$ cat src/hw/rtl/assert_macros.svh
// Assertion macros shared by the vertex transform RTL.
// Expects clk_i and rst_ni in the scope of the including module.
`ifndef ASSERT_MACROS_SVH
`define ASSERT_MACROS_SVH

// Plain property, sampled on clk_i, off during reset.
`define VT_ASSERT(lbl, prop, msg) \
  lbl: assert property (@(posedge clk_i) disable iff (!rst_ni) (prop)) \
    else $error(msg);

// Condition this cycle implies consequence next cycle.
`define VT_ASSERT_NEXT(lbl, pre, post, msg) \
  lbl: assert property (@(posedge clk_i) disable iff (!rst_ni) (pre) |=> (post)) \
    else $error(msg);

`endif

$ cat src/hw/rtl/vt_pkg.sv
// Package for the vertex transform block: field widths, opcodes, control structs.
// No dependencies.
`default_nettype none

package vt_pkg;

  localparam int FIELD_BITS = 32;
  localparam int IDX_BITS   = 2;
  localparam int MAX_DIM    = 4;

  localparam logic OP_LOAD  = 1'b0;
  localparam logic OP_XFORM = 1'b1;

  typedef struct packed {
    logic                  en;
    logic [IDX_BITS-1:0]   row;
    logic [IDX_BITS-1:0]   col;
    logic [FIELD_BITS-1:0] value;
  } vt_load_t;

  typedef struct packed {
    logic en;
    logic valid;
  } vt_stage_t;

endpackage

`default_nettype wire

$ cat src/hw/rtl/vt_reduce_sat.sv
// Column sums, floor shift by the fraction width, saturation; result register.
// Depends on vt_pkg.
`default_nettype none

module vt_reduce_sat #(
  parameter int DIM       = 4,
  parameter int WORD_BITS = 32,
  parameter int FRAC_BITS = 16
) (
  input  wire logic                               clk_i,
  input  wire logic                               rst_ni,
  input  wire vt_pkg::vt_stage_t                  ctl_i,
  input  wire logic signed [2*WORD_BITS-1:0]      prod_i [DIM][DIM],
  output logic signed [vt_pkg::FIELD_BITS-1:0]    res_o  [vt_pkg::MAX_DIM],
  output logic                                    ovf_o,
  output logic                                    valid_o
);
  import vt_pkg::*;

  localparam int SUM_W = 2 * WORD_BITS + $clog2(DIM);
  localparam logic signed [WORD_BITS-1:0] WMAX = {1'b0, {(WORD_BITS-1){1'b1}}};
  localparam logic signed [WORD_BITS-1:0] WMIN = {1'b1, {(WORD_BITS-1){1'b0}}};

  logic                         valid_q;
  logic                         ovf_q, ovf_d;
  logic signed [FIELD_BITS-1:0] res_q [MAX_DIM];
  logic signed [FIELD_BITS-1:0] res_d [MAX_DIM];

  always_comb begin : p_reduce
    logic signed [SUM_W-1:0]     acc;
    logic signed [SUM_W-1:0]     shifted;
    logic signed [WORD_BITS-1:0] word;
    ovf_d   = 1'b0;
    acc     = '0;
    shifted = '0;
    word    = '0;
    for (int j = 0; j < MAX_DIM; j++) begin
      res_d[j] = '0;
    end
    for (int j = 0; j < DIM; j++) begin
      acc = '0;
      for (int i = 0; i < DIM; i++) begin
        acc = acc + SUM_W'(prod_i[i][j]);
      end
      shifted = acc >>> FRAC_BITS;
      if (shifted > SUM_W'(WMAX)) begin
        word  = WMAX;
        ovf_d = 1'b1;
      end else if (shifted < SUM_W'(WMIN)) begin
        word  = WMIN;
        ovf_d = 1'b1;
      end else begin
        word = shifted[WORD_BITS-1:0];
      end
      res_d[j] = FIELD_BITS'(word);
    end
  end

  always_ff @(posedge clk_i or negedge rst_ni) begin
    if (!rst_ni) begin
      valid_q <= 1'b0;
    end else if (ctl_i.en) begin
      valid_q <= ctl_i.valid;
    end
  end

  always_ff @(posedge clk_i) begin
    if (ctl_i.en) begin
      ovf_q <= ovf_d;
      for (int j = 0; j < MAX_DIM; j++) begin
        res_q[j] <= res_d[j];
      end
    end
  end

  assign res_o   = res_q;
  assign ovf_o   = ovf_q;
  assign valid_o = valid_q;

endmodule

`default_nettype wire

$ cat config.mk
export PLATFORM = sky130hd
export DESIGN_NAME = vt_reduce_sat
export DESIGN_NICKNAME = d
export VERILOG_FILES = /design/src/hw/rtl/assert_macros.svh /design/src/hw/rtl/vt_pkg.sv /design/src/hw/rtl/vt_reduce_sat.sv
export SDC_FILE = /design/constraint.sdc
export NUM_CORES = 2
export LEC_CHECK = 0
export BUFFER_PORTS_ARGS = -buffer_cell sky130_fd_sc_hd__buf_4
export CORE_AREA = 4 4 446 448
export CTS_CLUSTER_SIZE = 12
export DETAILED_ROUTE_END_ITERATION = 6
export DIE_AREA = 0 0 450 452
export REMOVE_ABC_BUFFERS = 1
export SLEW_MARGIN = 20
export SYNTH_ARGS = -nofsm -noshare
export SYNTH_HDL_FRONTEND = slang
export SYNTH_SLANG_ARGS = --single-unit
$ cat constraint.sdc
create_clock -name clk_i -period 1.9 [get_ports clk_i]
set_clock_uncertainty 0.2 [all_clocks]
set_input_delay 0.285 -clock clk_i [delete_from_list [all_inputs] [get_ports clk_i]]
set_output_delay 0.285 -clock clk_i [all_outputs]
set_load 0.02 [all_outputs]
==> flow_metrics.tcl <==
set metrics [dict create \
    timing.critical_path.slowest_stage_cell "sky130_fd_sc_hd__fa_2" \
    grt_start_max_net_pins 34 \
    dr_total_vias 39400 \
    synth.yosys.warnings 0 \
    syn2layout_area_growth_pct 69.5 \
    synth-compound-area-share_pct 18.3 \
    fin_area_mm2 0.0601 \
    final_setup_violations 129 \
    dp_cells 9012 \
    die_height_um 452 \
    critical_path.n_buffers_inverters 6 \
    drt-wirelength-per-cell_um 21.4 \
    cap_violations 0 \
    mostFrequentLayoutCells "sky130_fd_sc_hd__buf_4, sky130_fd_sc_hd__inv_1, sky130_fd_sc_hd__fa_1" \
    final_hold_viol_count 0 \
    worst_setup_hold_path_clk_slew_ps 70 \
    post_route_cells_drive_above_1_share_pct 43.9 \
    vdd_drop_max_v 0.000683 \
    drt_wl_total_mm 196 \
    row_count 162 \
    rsz0062_at_grt "yes" \
    timing.final.crit_share_pct 260 \
    clock_sink_count 130 \
    violations "setup timing" \
    leakage_nw 30.7 \
    fp.dieArea_mm2 0.203 \
    fin_nets 8403 \
    data_arrival_time_of_the_critical_path_ps 5010 \
    first_global_vias 42600 \
    ys.flop_type "sky130_fd_sc_hd__edfxtp_1" \
    layout_commonest_cell "sky130_fd_sc_hd__buf_4" \
    portBuffers 1157 \
    floorplan.initialDensity_pct 18.2 \
    slew_headroom_pct 45.4 \
    global_route_congestion_overflow_total 0 \
    synth.mux.area_fraction_pct 0.409 \
    critical_path_class "input port to flop" \
    max_stage_delay_ps 630 \
    clock_path_buffers 2 \
    root_buffer "sky130_fd_sc_hd__clkbuf_16" \
    filler_cell_count 20600 \
    number_of_enable_type_register_cells_in_the_synthesized_netlist 129 \
    grt_util_all_layers_pct 18.6 \
    fmax_ghz 0.203 \
    period_needed_ps 4940 \
    detailedRoute.firstIterationViolations 2025 \
    vias_per_cell 4.30 \
    worst_r2r_path_depth 1 \
    detail_route.drc_violations 0 \
    tritoncts "done" \
    final_core_util_pct 30.9 \
    crit_path_cell_trace "buf_4 > inv_1 > fa_2 > fa_2 > inv_1 > ha_4 > nand4_1 > buf_4 > or3_4 > or3_4 > or2_4 > o31ai_4 > xor2_2 > nor4_2 > nand4_1 > nor2b_4 > buf_6 > buf_8 > a21o_1" \
    placed_instance_area_mm2 0.0549 \
    fp.dieW_um 450 \
    hold-path-cell-count 1 \
    crit_fanout 7 \
    synth_area_mm2 0.0355 \
    synth-adder-area-share_pct 37.8 \
    postRouteAntennaNets 0 \
    grt_pass1_wl_mm 278 \
    cts-htree-levels 4 \
    timing.final.ws_setup_ps -3040 \
    critical_path.top_delay_family "simple AND/OR/NAND/NOR gates" \
    synthCells 4422 \
    post-dp-hpwl_mm 173 \
    synth_simple_gate_area_share_pct 13.0 \
    io-pin-count 1158 \
    synthDistinctLibCells 97 \
    synthXorXnorAreaFrac_pct 4.14 \
    cell_count_final_fillers_out 9168 \
    main_combinational_cell_family_by_area_after_synthesis "adder cells" \
    numCtsBuffers 17 \
    syn_area_per_cell_um2 8.02 \
    dr.pass1.iters 6 \
    pwr_density_cell_mw_per_mm2 1250 \
    critical_path_depth 19 \
    ys_ff_latch 130 \
    timing.hold.ws_ps 323 \
    synth.yosys.seq_area_share_pct 11.0 \
    timing.critical_path.from_type "input port" \
    clk_latency_ps 510 \
    timing.final.max_slew_violations 0 \
    run_status "finished, violations left" \
    grt_antenna_before_repair 12 \
    worst_pin_slew_ps 808 \
    finalWeightedCongestion 1.06 \
    total_power_w 0.0753 \
    worstPathRequired_ps 1970 \
    asyncSetResetFlopFracSynth_pct 0.769 \
    hold_class "flop to flop" \
    coreArea_mm2 0.195 \
    cp-end-kind "flop" \
]
[sequential cells by signal (all words and copies together), names as in the netlist]
| signal | count |
|---|---|
| valid_o | 1 |
| ovf_o | 1 |
| res_o | 128 |
[timing repair]
| item | 4_1_cts | 5_1_grt |
|---|---|---|
| gates resized for setup | 565 | 237 |
| hold buffers | 4 | 0 |
| setup endpoints to repair | 131 | 129 |
| buffers inserted | 87 | 31 |
| cloned | 18 | 0 |
| hold endpoints to repair | 10 | 0 |
| pin swaps | 213 | 179 |
[through the flow]
stage / setup slack (ps) / TNS (ps)
2_1_floorplan: -4290 / -433710
3_3_place_gp: -4130 / -500370
3_5_place_dp: -4130 / -501180
4_1_cts: -2980 / -362050
5_1_grt: -3160 / -384950
6_report: -3040 / -372230
[area by class of cell]
type                            instances  area, um2  area share, %
Sequential cell                       130       3900           6.48
Timing Repair Buffer                 2295      18300           30.5
Antenna cell                            3       7.51         0.0125
Multi-Input combinational cell       2871      29200           48.6
Tap cell                             2542       3180           5.29
Inverter                             1296       4920           8.19
Clock buffer                           17        425          0.707
Clock inverter                         14        106          0.177
[path summary, 6_finish.rpt]
kind / from / end / slack, ps
max: prod_i[667] / res_o[82] / -3040
min: valid_o / valid_o / 320
max reg2reg: valid_o / valid_o / 950
min reg2reg: valid_o / valid_o / 320
max in group asynchronous: rst_ni / valid_o / 980
min in group asynchronous: rst_ni / valid_o / 420
[cell families (layout without fill, tap and decap cells)]
kind of cell	after synthesis	after routing
fa+ha+maj	764	764
flops	130	130
compound gates	1005	1005
xor+xnor	167	167
mux	14	14
simple gates	916	921
other cells	0	3
buf+inv	1426	3622
[power breakdown]
part	internal (W)	switching, W
Clock	0.00168	0.00189
Combinational	0.0313	0.0337
Sequential	0.00566	0.00102
Total	0.0386	0.0366
[synth_stat cells (8+ instances only)]
cell,n,area [um2]
sky130_fd_sc_hd__o221ai_1,11,96.3
sky130_fd_sc_hd__a311oi_1,11,96.3
sky130_fd_sc_hd__nor2_1,144,541
sky130_fd_sc_hd__or2_2,9,56.3
sky130_fd_sc_hd__nand3b_1,8,60.1
sky130_fd_sc_hd__o211ai_1,27,203
sky130_fd_sc_hd__o21bai_1,44,330
sky130_fd_sc_hd__o21a_1,29,218
sky130_fd_sc_hd__a2111oi_0,13,114
sky130_fd_sc_hd__xor2_1,82,718
sky130_fd_sc_hd__clkbuf_1,63,236
sky130_fd_sc_hd__o2bb2ai_1,8,70.1
sky130_fd_sc_hd__nand3_1,51,255
sky130_fd_sc_hd__o21ai_0,168,841
sky130_fd_sc_hd__or3_1,16,100
sky130_fd_sc_hd__o21ai_1,24,120
sky130_fd_sc_hd__nand2b_1,20,125
sky130_fd_sc_hd__a21o_1,153,1150
sky130_fd_sc_hd__xnor2_1,84,736
sky130_fd_sc_hd__a21oi_1,312,1560
sky130_fd_sc_hd__nor4_1,24,150
sky130_fd_sc_hd__inv_1,1296,4860
sky130_fd_sc_hd__edfxtp_1,129,3870
sky130_fd_sc_hd__and4_1,19,166
sky130_fd_sc_hd__nor3_1,60,300
sky130_fd_sc_hd__and3_1,40,250
sky130_fd_sc_hd__mux2i_1,10,100
sky130_fd_sc_hd__buf_2,57,285
sky130_fd_sc_hd__a221oi_1,11,96.3
sky130_fd_sc_hd__fa_1,512,10200
sky130_fd_sc_hd__o31ai_1,23,173
sky130_fd_sc_hd__o22ai_1,8,50.1
sky130_fd_sc_hd__and2_1,29,181
sky130_fd_sc_hd__a31oi_1,42,263
sky130_fd_sc_hd__nand4_1,105,657
sky130_fd_sc_hd__a21boi_0,10,75.1
sky130_fd_sc_hd__a211oi_1,27,203
sky130_fd_sc_hd__nor2b_1,11,68.8
sky130_fd_sc_hd__nand2_1,329,1230
sky130_fd_sc_hd__ha_1,252,3150
[routing by layer]
layer	global-route usage [%]	up-vias	wire, um
met5	0	-	27
met4	7.01	4	8560
met3	2.82	215	8800
met2	36.5	1284	107000
met1	19.9	19300	71100
li1	-	18600	-
(Power assumes the default switching activity.)
