`config.mk`:
```
export PLATFORM = sky130hd
export DESIGN_NAME = vt_matrix_regs
export DESIGN_NICKNAME = d
export VERILOG_FILES = /design/src/hw/rtl/assert_macros.svh /design/src/hw/rtl/vt_pkg.sv /design/src/hw/rtl/vt_matrix_regs.sv
export SDC_FILE = /design/constraint.sdc
export NUM_CORES = 1
export LEC_CHECK = 0
export BUFFER_PORTS_ARGS = -buffer_cell sky130_fd_sc_hd__buf_2
export CAP_MARGIN = 20
export CORE_AREA = 2 2 212 214
export DETAILED_ROUTE_END_ITERATION = 7
export DIE_AREA = 0 0 214 216
export GPL_ROUTABILITY_DRIVEN = 0
export PLACE_DENSITY_LB_ADDON = 0.25
export SLEW_MARGIN = 5
export SYNTH_ARGS = -nofsm -noshare
export SYNTH_HDL_FRONTEND = slang
export SYNTH_SLANG_ARGS = --single-unit
```
`constraint.sdc`:
```
create_clock -name clk_i -period 1.8 [get_ports clk_i]
set_clock_uncertainty 0.15 [all_clocks]
set_input_delay 0.09 -clock clk_i [delete_from_list [all_inputs] [get_ports clk_i]]
set_output_delay 0.09 -clock clk_i [all_outputs]
set_load 0.1 [all_outputs]
```
`src/hw/rtl/assert_macros.svh`:
```
// Assertion macros shared by the vertex transform RTL.
// Expects clk_i and rst_ni in the scope of the including module.
`ifndef ASSERT_MACROS_SVH
`define ASSERT_MACROS_SVH

// Plain property, sampled on clk_i, off during reset.
`define VT_ASSERT(lbl, prop, msg) \
  lbl: assert property (@(posedge clk_i) disable iff (!rst_ni) (prop)) \
    else $error(msg);

// Condition this cycle implies consequence next cycle.
`define VT_ASSERT_NEXT(lbl, pre, post, msg) \
  lbl: assert property (@(posedge clk_i) disable iff (!rst_ni) (pre) |=> (post)) \
    else $error(msg);

`endif

```
`src/hw/rtl/vt_pkg.sv`:
```
// Package for the vertex transform block: field widths, opcodes, control structs.
// No dependencies.
`default_nettype none

package vt_pkg;

  localparam int FIELD_BITS = 32;
  localparam int IDX_BITS   = 2;
  localparam int MAX_DIM    = 4;

  localparam logic OP_LOAD  = 1'b0;
  localparam logic OP_XFORM = 1'b1;

  typedef struct packed {
    logic                  en;
    logic [IDX_BITS-1:0]   row;
    logic [IDX_BITS-1:0]   col;
    logic [FIELD_BITS-1:0] value;
  } vt_load_t;

  typedef struct packed {
    logic en;
    logic valid;
  } vt_stage_t;

endpackage

`default_nettype wire

```
`src/hw/rtl/vt_matrix_regs.sv`:
```
// Matrix element storage, cleared by reset, written one element per load beat.
// Depends on vt_pkg.
`default_nettype none

module vt_matrix_regs #(
  parameter int DIM       = 4,
  parameter int WORD_BITS = 32
) (
  input  wire logic                        clk_i,
  input  wire logic                        rst_ni,
  input  wire vt_pkg::vt_load_t            load_i,
  output logic signed [WORD_BITS-1:0]      mat_o [DIM][DIM]
);
  import vt_pkg::*;

  logic signed [WORD_BITS-1:0] mat_q [DIM][DIM];

  for (genvar r = 0; r < DIM; r++) begin : g_row
    for (genvar c = 0; c < DIM; c++) begin : g_col
      always_ff @(posedge clk_i or negedge rst_ni) begin
        if (!rst_ni) begin
          mat_q[r][c] <= '0;
        end else if (load_i.en && load_i.row == IDX_BITS'(r)
                     && load_i.col == IDX_BITS'(c)) begin
          mat_q[r][c] <= load_i.value[WORD_BITS-1:0];
        end
      end
      assign mat_o[r][c] = mat_q[r][c];
    end
  end

endmodule

`default_nettype wire

```
==> run summary, run 1 <==
========================================================================================================
Run status ................................................................................ finished clean
Total stage count of the critical path ....................................................            1
Final setup violation count ...............................................................            0
First-pass GRT wire length ................................................................      87.8 mm
Via density ...............................................................................         5.09
Final-stage net count .....................................................................         1788
Post-CTS repair timing setup buffer count .................................................            0
Ordered list of cells on the worst path ...................................................        buf_2
Ports placed on the boundary ..............................................................          551
Highest routed metal layer ................................................................         met4
Dpl cells .................................................................................         2247
Headroom to the max-slew limit ............................................................        63.8%
Area fraction of the dominant cell type after synthesis ...................................        66.2%
Worst hold path type ......................................................................    in -> reg
Cell types occupying the most area after synthesis ........................................ sky130_fd_sc_hd__dfrtp_1, sky130_fd_sc_hd__mux2_2, sky130_fd_sc_hd__mux2_4
Netlist Area Pre-Place ....................................................................   19400 um^2
Number of different library cells in the post-synthesis netlist ...........................           17
Initial Utilization .......................................................................        44.2%
Cell at the slowest stage of the critical path ............................................ sky130_fd_sc_hd__buf_2
Crit path DAT .............................................................................      1.46 ns
1st-pass router iterations ................................................................            5
Total vias in the final route .............................................................        12110
Critical path buffer and inverter count ...................................................            1
Maximum level of the CTS H-tree ...........................................................            2
Register cell area after layout ...........................................................   12800 um^2
Total Neg Setup Slack .....................................................................         0 ns
Multi-input gate area .....................................................................    6200 um^2
Clk sink count ............................................................................          512
Worst hold margin .........................................................................    0.0177 ns
Post-Synthesis Net Count ..................................................................         1171
Met2 wire length ..........................................................................      28.8 mm
Row cnt ...................................................................................           77
Post-detailed-placement half-perimeter wirelength .........................................      40.6 mm
Post-DR wirelength/cell ...................................................................      24.6 um
Remaining number of nets flagged by the antenna check after routing .......................            0
Max-cap violations ........................................................................            0
Maximum number of pins on one net before global-route repair ..............................           75
M1 WL .....................................................................................      23.2 mm
Data required time of the worst path ......................................................      1.56 ns
Transition at the pin with the smallest max-transition slack ..............................     0.546 ns
Vias in the first global route ............................................................        13214
Family with the most delay on the worst path .............................................. buffers and inverters
Startpoint type of the worst setup path ...................................................    flip-flop
Die area ..................................................................................   46200 um^2
Worst hold path depth .....................................................................            4
Post-cts resize count .....................................................................            0
Post-CTS clock slew at the launch and capture registers of the worst setup and hold paths .      0.06 ns
Die Ht ....................................................................................       216 um
Total global routing overflow .............................................................            0
Starting DRT DRC Count ....................................................................          544
Avg Cell Area, Syn ........................................................................    17.1 um^2
Layout Cells excl Fill ....................................................................         2380
RSZ-0062 raised after global routing ......................................................           no
Clock latency reported for the late side of the worst-skew pair ...........................      0.59 ns
CP Max Fanout .............................................................................            2
Number of flip-flops in the largest register ..............................................          512
Count of inserted antenna diode cells .....................................................            0
Number of remaining DRC errors ............................................................            0
WL met3 ...................................................................................      4.18 mm
Width of the chip .........................................................................       214 um
Classification of the worst setup path ....................................................   reg -> out
Final wirelength ..........................................................................      58.5 mm
Hold violation total from the final report ................................................            0
Count of port buffers added during placement ..............................................          550
Fraction of layout instances using a drive strength above 1 ...............................        68.0%
Part of the Yosys area used for sequential elements .......................................        66.2%
Number of storage elements in the synthesis netlist .......................................          512
Overall global routing resource usage .....................................................        25.3%
Final critical-path required period .......................................................      1.70 ns
Worst Setup End Kind ...................................................................... primary output
Antenna violations before repair ..........................................................            0
Area of the core ..........................................................................   43800 um^2
Slowest Stage Delay on Critical Path ......................................................      0.47 ns
Number of instances in the synthesized netlist ............................................         1132
TritonCTS clock tree ......................................................................         done
Cell type contributing the most total cell area after synthesis ........................... sky130_fd_sc_hd__dfrtp_1
Period Utilization, post-route ............................................................        94.6%
Count of pins over their slew limit .......................................................            0
Root cell of the clock tree ............................................................... sky130_fd_sc_hd__clkbuf_16
Clock buffer depth ........................................................................            3
Number of buffers created by CTS ..........................................................           53
Hold Buf Count CTS ........................................................................           39
Yosys warning total .......................................................................            0
Signed area change from the synthesized netlist to the final layout .......................        31.3%
Logic depth of the worst register-to-register path ........................................            1
Peak Freq .................................................................................      587 MHz
Filler instances ..........................................................................         3519
========================================================================================================
## synthesized netlist by cell type (all sizes together)
| cell type | n |
|---|---|
| clkbuf | 34 |
| nor3b | 1 |
| or3 | 2 |
| nand2 | 2 |
| nand3b | 4 |
| mux2 | 512 |
| buf | 50 |
| nand3 | 1 |
| nor2b | 1 |
| nand2b | 3 |
| dfrtp | 512 |
| nor2 | 10 |
## kinds of logic after synthesis
logic type             share of synthesized area (%)
buffers and inverters                           2.19
DFF                                             66.2
muxes                                           30.9
and+or+nand+nor                                0.672
## path summary, 6_finish.rpt
check / start / endpoint / slack, ns
max in group asynchronous: rst_ni / mat_o[222] / 0.45
setup reg to reg: mat_o[3] / mat_o[3] / 0.84
hold reg to reg: mat_o[390] / mat_o[390] / 0.34
min in group asynchronous: rst_ni / mat_o[305] / 0.53
hold / removal: load_i[32] / mat_o[404] / 0.02
setup / recovery: mat_o[3] / mat_o[3] / 0.1
## area by class of cell
cell class / count / share of cell area (%)
sequential: 512 / 50.4
multi-input combinational: 536 / 24.4
timing repair buffer: 646 / 15.4
clock buffer: 78 / 6.23
tap: 592 / 2.91
clock inverter: 16 / 0.650
## metrics by stage
step	instance area [um^2]	utilization [%]	worst slack, ns
finish	25400	58.0	0.0971
global placement	23300	53.1	0.0778
detailed placement	23300	53.1	0.0758
CTS	25400	58.0	0.0626
floorplan	19400	-	0.357
global route	25400	58.0	0.0565
## routing by layer
| metal | vias to the layer above | track usage (%) |
|---|---|---|
| met1 | 6333 | 31.4 |
| met4 | 0 | 10.3 |
| met3 | 116 | 7.57 |
| met2 | 453 | 41.7 |
| met5 | - | 0 |
| li1 | 5208 | - |
## layout by cell type, fill, tap and decap left out, types with 2 or more instances in the layout
| master | n |
|---|---|
| sky130_fd_sc_hd__buf_2 | 549 |
| sky130_fd_sc_hd__dfrtp_1 | 512 |
| sky130_fd_sc_hd__mux2_2 | 449 |
| sky130_fd_sc_hd__mux2_4 | 60 |
| sky130_fd_sc_hd__clkbuf_16 | 55 |
| sky130_fd_sc_hd__dlygate4sd3_1 | 38 |
| sky130_fd_sc_hd__buf_4 | 31 |
| sky130_fd_sc_hd__buf_12 | 27 |
| sky130_fd_sc_hd__clkbuf_8 | 12 |
| sky130_fd_sc_hd__clkbuf_1 | 11 |
| sky130_fd_sc_hd__clkinv_2 | 10 |
| sky130_fd_sc_hd__nor2_4 | 9 |
| sky130_fd_sc_hd__nand3b_1 | 4 |
| sky130_fd_sc_hd__mux2_1 | 3 |
| sky130_fd_sc_hd__bufinv_16 | 3 |
| sky130_fd_sc_hd__or3_2 | 2 |
| sky130_fd_sc_hd__nand2b_1 | 2 |
Power of run 1 is not shown: default switching activity piles up to over one toggle a cycle in this logic, so the estimate is an artifact.
==> inputs of run 2 (changes only) <==
--- a/config.mk
+++ b/config.mk
@@ -5,12 +5,13 @@
 export SDC_FILE = /design/constraint.sdc
 export NUM_CORES = 1
 export LEC_CHECK = 0
-export BUFFER_PORTS_ARGS = -buffer_cell sky130_fd_sc_hd__buf_2
 export CAP_MARGIN = 20
 export CORE_AREA = 2 2 212 214
 export DETAILED_ROUTE_END_ITERATION = 7
 export DIE_AREA = 0 0 214 216
+export DONT_BUFFER_PORTS = 1
 export GPL_ROUTABILITY_DRIVEN = 0
+export GPL_TIMING_DRIVEN = 0
 export PLACE_DENSITY_LB_ADDON = 0.25
 export SLEW_MARGIN = 5
 export SYNTH_ARGS = -nofsm -noshare
==> run summary, run 2 (synthesized netlist as in run 1, its figures left out) <==
========================================================================================================
Reg2reg setup slack .......................................................................      0.03 ns
Total vias in the final route .............................................................        10100
Initial Utilization .......................................................................        44.2%
Reg-to-reg critical path endpoint .........................................................   mat_o[128]
Remaining number of nets flagged by the antenna check after routing .......................            0
Violated checks ........................................................................... negative hold slack
Data required time of the worst path ......................................................      2.13 ns
Final-stage net count .....................................................................         1271
Post-CTS repair timing setup buffer count .................................................            0
Final critical-path required period .......................................................      1.79 ns
Number of remaining DRC errors ............................................................            0
Classification of the worst setup path ....................................................    in -> reg
CP Max Fanout .............................................................................           10
Final setup violation count ...............................................................            0
Starting DRT DRC Count ....................................................................          573
Final wirelength ..........................................................................      53.5 mm
Most frequent cells in the layout ......................................................... sky130_fd_sc_hd__dfrtp_2, sky130_fd_sc_hd__mux2_2, sky130_fd_sc_hd__mux2_4
Maximum number of pins on one net before global-route repair ..............................          513
Antenna violations before repair ..........................................................            0
Fraction of layout instances using a drive strength above 1 ...............................        89.9%
Post-DR wirelength/cell ...................................................................      28.7 um
TritonCTS clock tree ......................................................................         done
Area of the core ..........................................................................   43800 um^2
Cell at the slowest stage of the critical path ............................................ sky130_fd_sc_hd__dlygate4sd3_1
Period Utilization, post-route ............................................................        99.6%
Clock latency reported for the late side of the worst-skew pair ...........................      0.60 ns
Post-detailed-placement half-perimeter wirelength .........................................      36.6 mm
Count of pins over their slew limit .......................................................            0
Startpoint type of the worst setup path ...................................................   input port
Total global routing overflow .............................................................            0
Maximum level of the CTS H-tree ...........................................................            2
Number of buffers created by CTS ..........................................................           53
Worst hold margin .........................................................................    -0.966 ns
Count of inserted antenna diode cells .....................................................            0
Peak Freq .................................................................................      558 MHz
Width of the chip .........................................................................       214 um
Max-cap violations ........................................................................            0
Logic depth of the worst register-to-register path ........................................            2
Worst hold path type ......................................................................  in -> async
Dpl cells .................................................................................         1724
Worst Setup Slack post-DPL ................................................................    -0.362 ns
Vias in the first global route ............................................................        10966
Number of flip-flops in the largest register ..............................................          512
Via density ...............................................................................         5.42
1st-pass router iterations ................................................................            4
Slowest Stage Delay on Critical Path ......................................................      0.61 ns
Hold violation total from the final report ................................................          516
Ordered list of cells on the worst path ................................................... nand2_1, dlygate4sd3_1, nor2_1, buf_2, mux2_2
Total Neg Setup Slack .....................................................................         0 ns
Transition at the pin with the smallest max-transition slack ..............................      1.28 ns
Crit path DAT .............................................................................      2.13 ns
Clk sink count ............................................................................          512
Die Ht ....................................................................................       216 um
Ports placed on the boundary ..............................................................          551
Headroom to the max-slew limit ............................................................        14.9%
Run status ................................................................................ finished with violations
Signed area change from the synthesized netlist to the final layout .......................        18.5%
Overall global routing resource usage .....................................................        23.0%
Count of port buffers added during placement ..............................................            0
Launch point of the worst path ............................................................   load_i[34]
Clock buffer depth ........................................................................            3
First-pass GRT wire length ................................................................      78.9 mm
Post-CTS clock slew at the launch and capture registers of the worst setup and hold paths .      0.06 ns
Final WS setup ............................................................................   0.00737 ns
Layout Cells excl Fill ....................................................................         1863
RSZ-0062 raised after global routing ......................................................          yes
Root cell of the clock tree ............................................................... sky130_fd_sc_hd__clkbuf_16
Startpoint of the worst-slack reg-to-reg timing path ......................................   mat_o[128]
Most common library cell in the layout ignoring fill and taps ............................. sky130_fd_sc_hd__dfrtp_2
Row cnt ...................................................................................           77
Die area ..................................................................................   46200 um^2
Post-DP Area ..............................................................................   20100 um^2
Post-route standard cell area excluding fillers ...........................................   22900 um^2
Worst Setup End Kind ......................................................................    flip-flop
========================================================================================================
run 2: how the worst max path moves through the flow:
| stage | to | slack (ns) | depth (start not counted) |
|---|---|---|---|
| floorplan | mat_o[417] | 0.36 | 5 |
| global placement | mat_o[157] | -0.34 | 4 |
| global route | mat_o[72] | -0.03 | 5 |
| finish | mat_o[46] | 0.007 | 5 |
| CTS | mat_o[353] | 0.00007 | 0 |
| detailed placement | mat_o[152] | -0.36 | 4 |
run 2: through the flow:
step,hold WS [ns],util (%)
detailed placement,-0.345,45.8
finish,-0.966,52.3
CTS,-0.985,52.2
global route,-0.992,52.3
floorplan,-0.356,-
global placement,-0.343,45.8
run 2: cell type report:
cell class                      count  area, um^2
Tap cell                          592         741
Clock inverter                     18         234
Clock buffer                       76        1520
Multi-Input combinational cell    536        6130
Buffer                             84         424
Sequential cell                   512       13400
Fill cell                        3540       20900
Timing Repair Buffer               45         450
run 2: worst max-delay path, delay by kind of cell:
family | cells | cell delay [ns]
muxes | 1 | 0.38
buffers and inverters | 2 | 1.03
and+or+nand+nor | 2 | 0.62
run 2: timing repair:
action,4_1_cts,5_1_grt
resized for setup,464,37
endpoints found under the setup margin,464,123
gates cloned,0,0
endpoints found under the hold margin,978,518
hold buffers,44,1
run 2: layer usage:
metal	wire, um	vias up	global-route usage [%]
met1	20200	5446	26.8
met5	0	-	0
met2	26600	421	38.5
li1	-	4148	-
met4	1470	0	7.20
met3	5310	85	9.73
Power of run 2 is left out for the same reason.
==> inputs of run 3 (changes only) <==
==> constraint.sdc (replaced) <==
create_clock -name clk_i -period 1.9 [get_ports clk_i]
set_clock_uncertainty 0.15 [all_clocks]
set_input_delay 0.095 -clock clk_i [delete_from_list [all_inputs] [get_ports clk_i]]
set_output_delay 0.095 -clock clk_i [all_outputs]
set_load 0.1 [all_outputs]
==> run summary, run 3 (synthesized netlist as in run 1, its figures left out) <==
========================================================================================================
Die area ..................................................................................   46200 um^2
Width of the chip .........................................................................       214 um
Maximum number of pins on one net before global-route repair ..............................          513
Remaining number of nets flagged by the antenna check after routing .......................            0
Reg2reg setup slack .......................................................................      0.38 ns
Worst Setup End Kind ......................................................................    flip-flop
Final wirelength ..........................................................................      53.4 mm
Peak Freq .................................................................................      532 MHz
WL met3 ...................................................................................      5.28 mm
Total vias in the final route .............................................................        10098
Period Utilization, post-route ............................................................        99.0%
Violated checks ........................................................................... negative hold slack
Headroom to the max-slew limit ............................................................        33.0%
Logic depth of the worst register-to-register path ........................................            1
Root cell of the clock tree ............................................................... sky130_fd_sc_hd__clkbuf_16
Signed area change from the synthesized netlist to the final layout .......................        15.4%
Clock latency reported for the late side of the worst-skew pair ...........................      0.60 ns
Startpoint type of the worst setup path ...................................................   input port
End point of the critical path ............................................................   mat_o[447]
Data required time of the worst path ......................................................      2.24 ns
Ports placed on the boundary ..............................................................          551
Area of the core ..........................................................................   43800 um^2
Run status ................................................................................ finished with violations
Final-stage net count .....................................................................         1273
Die Ht ....................................................................................       216 um
Overall global routing resource usage .....................................................        23.0%
Initial Utilization .......................................................................        44.2%
Via density ...............................................................................         5.41
Maximum level of the CTS H-tree ...........................................................            2
Antenna violations before repair ..........................................................            0
Clock buffer depth ........................................................................            3
Post-detailed-placement half-perimeter wirelength .........................................      36.6 mm
Fraction of layout instances using a drive strength above 1 ...............................        51.3%
Hold Buf Count CTS ........................................................................           47
Highest routed metal layer ................................................................         met4
Reg-to-reg critical path endpoint .........................................................   mat_o[255]
RSZ-0062 raised after global routing ......................................................           no
Worst hold margin .........................................................................    -0.965 ns
CP Max Fanout .............................................................................            7
Number of buffers created by CTS ..........................................................           53
Post-CTS clock slew at the launch and capture registers of the worst setup and hold paths .      0.06 ns
Row cnt ...................................................................................           77
Count of pins over their slew limit .......................................................            0
Most common library cell in the layout ignoring fill and taps ............................. sky130_fd_sc_hd__dfrtp_1
Vias in the first global route ............................................................        10864
Classification of the worst setup path ....................................................    in -> reg
Final setup violation count ...............................................................            0
Count of inserted antenna diode cells .....................................................            0
Transition at the pin with the smallest max-transition slack ..............................      1.00 ns
First-pass GRT wire length ................................................................      78.8 mm
Clk sink count ............................................................................          512
Max-cap violations ........................................................................            0
Post-CTS repair timing setup buffer count .................................................            0
Startpoint of the worst-slack reg-to-reg timing path ......................................   mat_o[255]
Number of flip-flops in the largest register ..............................................          512
M1 WL .....................................................................................      20.1 mm
Hold violation total from the final report ................................................          513
Total global routing overflow .............................................................            0
Starting DRT DRC Count ....................................................................          483
Most frequent cells in the layout ......................................................... sky130_fd_sc_hd__dfrtp_1, sky130_fd_sc_hd__mux2_2, sky130_fd_sc_hd__mux2_4
Crit path DAT .............................................................................      2.22 ns
Post-DR wirelength/cell ...................................................................      28.6 um
Number of remaining DRC errors ............................................................            0
Final critical-path required period .......................................................      1.88 ns
Launch point of the worst path ............................................................   load_i[35]
Count of port buffers added during placement ..............................................            0
Worst hold path type ......................................................................  in -> async
1st-pass router iterations ................................................................            4
Met2 wire length ..........................................................................      26.5 mm
Utilization of the core after routing .....................................................        51.0%
TritonCTS clock tree ......................................................................         done
========================================================================================================
[run 3: changes by cell type in the layout (fill, tap and decap cells not counted), sizes merged]
cell and change:
dlygate4sd3 +2
[run 3: worst max-delay path, stage by stage]
cell	delay, ns
sky130_fd_sc_hd__dlygate4sd3_1	0.59
sky130_fd_sc_hd__or3_1	0.37
sky130_fd_sc_hd__buf_2	0.21
sky130_fd_sc_hd__dlygate4sd3_1	0.66
sky130_fd_sc_hd__mux2_2	0.29
[run 3: area by class of cell]
class | count | area [um^2]
repair buffers | 47 | 470
plain buffers | 84 | 424
fillers | 3644 | 21500
clock buffers | 76 | 1520
well taps | 592 | 741
multi-input cells | 536 | 6140
flip-flops and latches | 512 | 12800
clock inverters | 18 | 234
[run 3: through the flow]
stage               instances  setup TNS, ns  hold WS, ns  setup WS [ns]  area, um^2
CTS                      1865              0       -0.980        0.00231       22300
global placement         1724         -14.10       -0.338         -0.245       20100
finish                   1865              0       -0.965         0.0190       22300
floorplan                1132              0       -0.351          0.452       19400
global route             1865              0       -0.987        0.00667       22300
detailed placement       1724         -16.08       -0.340         -0.267       20100
[run 3: how the worst min path moves through the flow]
stage,start,endpoint,cells past startpoint
floorplan,rst_ni,mat_o[0],0
global placement,rst_ni,mat_o[334],0
detailed placement,rst_ni,mat_o[336],0
CTS,rst_ni,mat_o[336],0
global route,rst_ni,mat_o[336],0
finish,rst_ni,mat_o[336],0
[run 3: repair_timing]
action                                 4_1_cts  5_1_grt
endpoints found under the hold margin      970      512
resized for setup                            0       10
setup endpoints to repair                    0      125
[run 3: per-layer routing]
metal,GRT usage (%),up-vias
met5,0,-
met4,7.27,0
met1,26.7,5453
met3,9.77,83
met2,38.5,416
li1,-,4146
Power of run 3 is left out for the same reason.
